===== config.mk =====
export PLATFORM = sky130hd
export DESIGN_NAME = linear_probe_owner_table_core
export DESIGN_NICKNAME = d
export VERILOG_FILES = /design/src/hdl/lpot_pkg.sv /design/src/hdl/lpot_store.sv /design/src/hdl/lpot_probe.sv /design/src/hdl/linear_probe_owner_table_core.sv
export SDC_FILE = /design/constraint.sdc
export NUM_CORES = 2
export LEC_CHECK = 0
export BUFFER_PORTS_ARGS = -buffer_cell sky130_fd_sc_hd__buf_2
export CAP_MARGIN = 5
export CORE_UTILIZATION = 40
export CTS_CLUSTER_DIAMETER = 40
export DETAILED_ROUTE_END_ITERATION = 16
export SLEW_MARGIN = 20
export SYNTH_ARGS = -nofsm -noshare
export SYNTH_HDL_FRONTEND = slang
export SYNTH_HIERARCHICAL = 1
export SYNTH_SLANG_ARGS = --single-unit

===== constraint.sdc =====
create_clock -name clk -period 5.63 [get_ports clk]
set_clock_uncertainty 0.15 [all_clocks]
set_input_delay 1.126 -clock clk [delete_from_list [all_inputs] [get_ports clk]]
set_output_delay 1.126 -clock clk [all_outputs]
set_load 0.01 [all_outputs]

===== src/hdl/lpot_pkg.sv =====
`timescale 1ns / 1ps

package lpot_pkg;

	// Table geometry. The home slot is taken from the low key bits, so SLOTS
	// is kept a power of two.
	localparam int SLOTS  = 64;
	localparam int IDX_W  = $clog2(SLOTS);
	localparam int CNT_W  = $clog2(SLOTS + 1);
	localparam int KEY_W  = 32;
	localparam int SLOT_W = 6;

	typedef enum logic [1:0] {
		OP_LOOKUP = 2'd0,
		OP_INSERT = 2'd1,
		OP_REMOVE = 2'd2,
		OP_CLEAR  = 2'd3
	} op_t;

	typedef enum logic [1:0] {
		ST_DONE      = 2'd0,
		ST_NOT_FOUND = 2'd1,
		ST_FULL      = 2'd2,
		ST_ZERO_KEY  = 2'd3
	} st_t;

	typedef struct packed {
		op_t              kind;
		logic [KEY_W-1:0] owner_key;
	} lpot_req_t;

	typedef struct packed {
		st_t               status;
		logic [SLOT_W-1:0] slot_index;
	} lpot_rsp_t;

	// Commands from the probe sequencer to the owner store.
	typedef struct packed {
		logic             rd_en;
		logic [IDX_W-1:0] rd_addr;
		logic             wr_en;
		logic [IDX_W-1:0] wr_addr;
		logic [KEY_W-1:0] wr_data;
		logic             clr;
	} lpot_st_cmd_t;

endpackage


===== src/hdl/lpot_store.sv =====
`timescale 1ns / 1ps

module lpot_store import lpot_pkg::*; (
	input  logic             clk,
	input  logic             arst_n,
	input  lpot_st_cmd_t     cmd,
	output logic [KEY_W-1:0] rd_data
);

	logic [KEY_W-1:0] mem [SLOTS];
	logic [SLOTS-1:0] vld_q;
	logic [KEY_W-1:0] data_q;
	logic             dvld_q;

	always_ff @(posedge clk) begin
		if (cmd.wr_en) begin
			mem[cmd.wr_addr] <= cmd.wr_data;
		end
		if (cmd.rd_en) begin
			data_q <= mem[cmd.rd_addr];
		end
	end

	// An entry never written since reset or the last clear reads as free.
	always_ff @(posedge clk or negedge arst_n) begin
		if (!arst_n) begin
			vld_q  <= '0;
			dvld_q <= 1'b0;
		end else begin
			if (cmd.clr) begin
				vld_q <= '0;
			end else if (cmd.wr_en) begin
				vld_q[cmd.wr_addr] <= 1'b1;
			end
			if (cmd.rd_en) begin
				dvld_q <= vld_q[cmd.rd_addr];
			end
		end
	end

	assign rd_data = dvld_q ? data_q : '0;

endmodule


===== src/hdl/lpot_probe.sv =====
`timescale 1ns / 1ps

module lpot_probe import lpot_pkg::*; (
	input  logic             clk,
	input  logic             arst_n,
	input  logic             start,
	input  lpot_req_t        req,
	input  logic [KEY_W-1:0] rd_data,
	output logic             busy,
	output lpot_st_cmd_t     cmd,
	output logic             fin,
	output lpot_rsp_t        rsp
);

	typedef enum logic [0:0] {
		S_IDLE,
		S_PROBE
	} state_t;

	state_t           state_q;
	op_t              kind_q;
	logic [KEY_W-1:0] key_q;
	logic [KEY_W-1:0] want_q;
	logic [IDX_W-1:0] issue_addr_q;
	logic [CNT_W-1:0] issued_q;
	logic             chk_vld_s1;
	logic [IDX_W-1:0] chk_addr_s1;
	logic             chk_last_s1;

	logic             accept;
	logic             issuing;
	logic             hit;
	logic             miss;
	logic [IDX_W-1:0] next_addr;

	assign busy      = (state_q != S_IDLE);
	assign accept    = start && !busy;
	assign hit       = chk_vld_s1 && (rd_data == want_q);
	assign miss      = chk_vld_s1 && chk_last_s1 && !hit;
	assign issuing   = (state_q == S_PROBE) && (issued_q < CNT_W'(SLOTS)) && !hit;
	assign next_addr = (issue_addr_q == IDX_W'(SLOTS - 1)) ? '0 : issue_addr_q + 1'b1;

	always_comb begin
		cmd         = '0;
		cmd.rd_en   = issuing;
		cmd.rd_addr = issue_addr_q;
		cmd.wr_addr = chk_addr_s1;
		cmd.wr_data = (kind_q == OP_INSERT) ? key_q : '0;
		fin         = 1'b0;
		rsp.status     = ST_DONE;
		rsp.slot_index = '0;
		if (accept) begin
			if (req.kind == OP_CLEAR) begin
				cmd.clr = 1'b1;
				fin     = 1'b1;
			end else if (req.owner_key == '0) begin
				fin        = 1'b1;
				rsp.status = ST_ZERO_KEY;
			end
		end else if (state_q == S_PROBE) begin
			if (hit) begin
				fin            = 1'b1;
				rsp.slot_index = SLOT_W'(chk_addr_s1);
				cmd.wr_en      = (kind_q != OP_LOOKUP);
			end else if (miss) begin
				fin        = 1'b1;
				rsp.status = (kind_q == OP_INSERT) ? ST_FULL : ST_NOT_FOUND;
			end
		end
	end

	always_ff @(posedge clk or negedge arst_n) begin
		if (!arst_n) begin
			state_q      <= S_IDLE;
			kind_q       <= OP_LOOKUP;
			key_q        <= '0;
			want_q       <= '0;
			issue_addr_q <= '0;
			issued_q     <= '0;
			chk_vld_s1   <= 1'b0;
			chk_addr_s1  <= '0;
			chk_last_s1  <= 1'b0;
		end else begin
			case (state_q)
				S_IDLE: begin
					chk_vld_s1 <= 1'b0;
					if (accept && req.kind != OP_CLEAR && req.owner_key != '0) begin
						state_q      <= S_PROBE;
						kind_q       <= req.kind;
						key_q        <= req.owner_key;
						want_q       <= (req.kind == OP_INSERT) ? '0 : req.owner_key;
						issue_addr_q <= req.owner_key[IDX_W-1:0];
						issued_q     <= '0;
					end
				end
				S_PROBE: begin
					chk_vld_s1  <= issuing;
					chk_addr_s1 <= issue_addr_q;
					chk_last_s1 <= (issued_q == CNT_W'(SLOTS - 1));
					if (issuing) begin
						issue_addr_q <= next_addr;
						issued_q     <= issued_q + 1'b1;
					end
					if (hit || miss) begin
						state_q    <= S_IDLE;
						chk_vld_s1 <= 1'b0;
					end
				end
				default: begin
					state_q <= S_IDLE;
				end
			endcase
		end
	end

endmodule


===== src/hdl/linear_probe_owner_table_core.sv =====
`timescale 1ns / 1ps

// Owner table with open addressing and linear probing. A request is taken at
// a clock edge where start is high and busy is low; busy then stays high
// until the request is finished. Clear and any request with a zero key
// finish in the accept cycle. Lookup, insert and remove walk the table one
// slot per cycle from the home slot (the low key bits), through a single
// store read port whose data is registered, and stop at the first matching
// entry, or once every slot has been probed. The result shows up on
// result, flagged by done for exactly one cycle, in the cycle after the
// request finishes. There is no way to stall it, so the receiver must take
// it in that cycle. A new request may be issued while done is high. All
// entries are free after reset and after a clear, with no clearing pass.

module linear_probe_owner_table_core import lpot_pkg::*; (
	input  logic      clk,
	input  logic      arst_n,
	input  logic      start,
	input  lpot_req_t req,
	output logic      busy,
	output logic      done,
	output lpot_rsp_t result
);

	lpot_st_cmd_t     st_cmd;
	logic [KEY_W-1:0] st_rd_data;
	logic             fin;
	lpot_rsp_t        rsp;
	logic             done_q;
	lpot_rsp_t        result_q;

	// Probe sequencer: owns the walk and the compare unit.
	lpot_probe u_probe (
		.clk     (clk),
		.arst_n  (arst_n),
		.start   (start),
		.req     (req),
		.rd_data (st_rd_data),
		.busy    (busy),
		.cmd     (st_cmd),
		.fin     (fin),
		.rsp     (rsp)
	);

	// Owner store: one write port, one registered read port, and per-slot
	// valid bits so reset and clear take effect at once.
	lpot_store u_store (
		.clk     (clk),
		.arst_n  (arst_n),
		.cmd     (st_cmd),
		.rd_data (st_rd_data)
	);

	// The result register decouples the probe logic from the output pins.
	always_ff @(posedge clk or negedge arst_n) begin
		if (!arst_n) begin
			done_q <= 1'b0;
		end else begin
			done_q <= fin;
		end
	end

	always_ff @(posedge clk) begin
		if (fin) begin
			result_q <= rsp;
		end
	end

	assign done   = done_q;
	assign result = result_q;

	// A clear always finishes right away with a done status and slot zero.
	a_clear_done: assert property (@(posedge clk) disable iff (!arst_n)
		start && !busy && req.kind == OP_CLEAR
		|=> done && result.status == ST_DONE && result.slot_index == '0)
		else $error("clear request did not finish in one cycle");

	// A zero key is turned away at once for every other operation.
	a_zero_key: assert property (@(posedge clk) disable iff (!arst_n)
		start && !busy && req.kind != OP_CLEAR && req.owner_key == '0
		|=> done && result.status == ST_ZERO_KEY)
		else $error("zero key request not rejected");

	// A real probe keeps the block busy on the next cycle.
	a_probe_busy: assert property (@(posedge clk) disable iff (!arst_n)
		start && !busy && req.kind != OP_CLEAR && req.owner_key != '0
		|=> busy && !done)
		else $error("probe request did not hold busy");

	// Failed requests report slot zero.
	a_fail_slot: assert property (@(posedge clk) disable iff (!arst_n)
		done && result.status != ST_DONE |-> result.slot_index == '0)
		else $error("failed request reported a nonzero slot");

endmodule


==> flow_metrics.tcl <==
set metrics [dict create \
    avgSynthCellArea_um2 22.5 \
    rsz0062_at_grt "false" \
    cts-root-buf "clkbuf_16" \
    clkSlewWorstSetupHoldPaths_ns 0.05 \
    p_leak_nw 27.1 \
    drive_above_1_share_pct 33.2 \
    io_pins 47 \
    synth-seq-area-share_pct 77.0 \
    dp_slack_ns 1.21 \
    synth_edf_count 2088 \
    core_area_um2 215000 \
    ys_async_sr_fraction_pct 6.87 \
    power.density_nw_per_um2 365 \
    grtUsageTotal_pct 20.2 \
    grt_max_degree 108 \
    clk_latency_ns 0.91 \
    dieWidth_um 467 \
    timing.max_cap.violations 0 \
    p_total_mw 36.8 \
    post-route-min-period_ns 4.59 \
    vdd_ir_drop_max_uv 356 \
    first_global_vias 41800 \
    tns_ns 0 \
    finalWirelength_um 218000 \
    htreeDepth 5 \
    gp_congestion 0.890 \
    crit_start "u_store/dvld_q" \
    area_growth_pct 16.8 \
    worst_ep_arrival_time_ns 5.01 \
    hold_start "u_probe/issued_q[4]" \
    hold_viol 0 \
    wl_per_cell_um 30.2 \
    maxSlewHeadroom_pct 23.6 \
    final_antenna_net_count 0 \
    finalCritPeriodShare_pct 81.6 \
    nNetsFinal 4202 \
    dr.pass1.iters 8 \
    gr-total-overflow 0 \
    rows 170 \
    drt_iter0_drc 4355 \
    finalWorstSetupSlack_ns 1.04 \
    hold_class "flip-flop to flip-flop" \
    setup_viol 0 \
    synth.cell_area_um2 86400 \
    crit_required_ns 6.04 \
    slew_viol_final 0 \
    start_kind "flip-flop" \
    endpoint_kind "flip-flop" \
    crit_fanout 33 \
    antenna_found_initial 15 \
    synth_flop_cell "edfxtp_1" \
    start_util_pct 40.2 \
    worstMarginPinSlew_ns 1.14 \
    post-route-cell-area_um2 101000 \
    dpl-instance-area_um2 91400 \
    cts_buffer_depth 4 \
    syn_inst 3847 \
    synth_warnings 6 \
    grt_pass1_wl_um 312000 \
    drc 0 \
    r2r_start "u_store/dvld_q" \
    die_y_um 467 \
    synthesis.nets 3886 \
    ys_seq_elements 2242 \
    vias_per_cell 5.65 \
    synthDistinctLibCells 54 \
    clock-sinks 2242 \
    cts_tree "built" \
    fmax_mhz 218 \
    status "complete, no violations" \
    dp_hpwl_um 126000 \
    vias 40800 \
    io_buffers 46 \
    cts_setup_buffers 0 \
    cts_buffers 295 \
    worstSetupPathType "flip-flop to flip-flop" \
    dieArea_um2 218000 \
]
## worst max-delay path: stages, from the launching register on
cell and delay, ns:
dfrtp_1 0.32, buf_4 0.28, and2_1 0.19, xnor2_1 0.12, nand4_1 0.14, nor3_2 0.49, and3_2 0.38, o211a_1 0.32
nor2b_1 0.30, nand2_1 0.59, nor2_4 0.61, buf_4 0.33
## per-layer routing
metal,GRT usage (%),wire length (µm),vias to the layer above
met5,0,0,-
met2,32.5,107000,1515
met4,7.44,7410,0
met1,27.2,88200,22200
li1,-,-,16800
met3,4.14,15700,317
## synthesized netlist by cell type, types with 14 or more instances
master	instances	area share, %
clkbuf_1	93	0.40
xnor2_1	28	0.28
dfrtp_1	154	4.5
and2_1	70	0.51
a21oi_1	16	0.093
buf_2	68	0.39
nand2_1	127	0.55
edfxtp_1	2088	73
mux4_2	641	17
buf_1	14	0.061
a22oi_1	51	0.44
nand3_1	17	0.098
nor2_1	199	0.86
mux2i_1	28	0.32
o21ai_0	41	0.24
buf_4	22	0.19
mux2_2	41	0.53
## stage by stage
stage / utilization [%] / hold WS (ns) / std cells
floorplan: - / 0.287 / 3847
global placement: 42.6 / 0.303 / 6702
detailed placement: 42.6 / 0.313 / 6702
CTS: 47.0 / 0.161 / 7217
global route: 47.0 / 0.318 / 7221
finish: 47.0 / 0.328 / 7224
## report_power, final
part           internal [mW]  switching, mW  total [mW]
Clock                   11.1           6.94        18.0
Sequential              18.1         0.0516        18.1
Combinational          0.237          0.427       0.664
## registers in the layout, summed over array words and instances, names as in the netlist
register and flops:
u_store/dvld_q 1, u_probe/issue_addr_q 6, u_store/vld_q 64, u_probe/key_q 32, u_probe/issued_q 7, u_probe/busy 1, result 8, u_store/mem 2048
u_probe/want_q 32, u_probe/chk_vld_s1 1, u_probe/chk_addr_s1 6, u_store/data_q 32, u_probe/kind_q 2, done 1, u_probe/chk_last_s1 1
## final timing paths
kind / end / slack [ns] / cells after the start
worst max-delay path: u_store/mem[10][11] / 1.04 / 11
worst min-delay path: u_probe/issued_q[4] / 0.33 / 1
worst max register to register: u_store/mem[10][11] / 1.04 / 11
worst min register to register: u_probe/issued_q[4] / 0.33 / 1
max in group asynchronous: u_probe/key_q[17] / 3.86 / 3
min in group asynchronous: u_store/vld_q[34] / 0.64 / 2
## what timing repair did
item | in CTS | in global routing
hold buffers | 0 | 1
hold endpoints to repair | 0 | 21
resized for setup | 0 | 0
## placed cells by master (no fill, tap or decap), drive strengths merged, types with 2 or more instances in the layout
cell / netlist / routed
a211o: 4 / 4
a211oi: 13 / 13
a21o: 2 / 2
a21oi: 16 / 16
a221o: 2 / 2
a22oi: 51 / 51
a311oi: 2 / 2
a31oi: 9 / 9
and2: 70 / 70
and3: 11 / 11
buf: 112 / 223
bufinv: 0 / 25
clkbuf: 93 / 362
clkinv: 0 / 82
clkinvlp: 0 / 14
dfrtp: 154 / 154
diode: 0 / 5
edfxtp: 2088 / 2088
ha: 2 / 2
inv: 10 / 42
mux2: 42 / 42
mux2i: 28 / 28
mux4: 641 / 641
nand2: 127 / 127
nand2b: 9 / 9
nand3: 17 / 17
nand3b: 4 / 4
nand4: 13 / 13
nor2: 199 / 199
nor2b: 14 / 14
nor3: 9 / 9
nor4: 11 / 11
o21ai: 44 / 44
o22ai: 7 / 7
xnor2: 28 / 28
xor2: 4 / 4
## logic make-up (layout without fill, tap and decap cells)
group / after synthesis / after routing / synth area share, %
adders and majority gates: 2 / 2 / 0.0290
muxes: 711 / 711 / 17.6
and+or+nand+nor: 489 / 489 / 2.61
DFF: 2242 / 2242 / 77.0
AOI/OAI and AO/OA: 156 / 156 / 1.21
xor gates and xnor gates: 32 / 32 / 0.324
other: 0 / 5 / 0
buffers and inverters: 215 / 749 / 1.20
## layout make-up
class	instances	area [µm²]
flip-flops and latches	2242	66600
fillers	17300	114000
diodes	5	12.5
clock buffers	362	7830
clock inverters	153	1620
well taps	2838	3550
inverters	10	37.5
multi-input cells	1390	19300
repair buffers	224	1950
(Power assumes the default switching activity.)
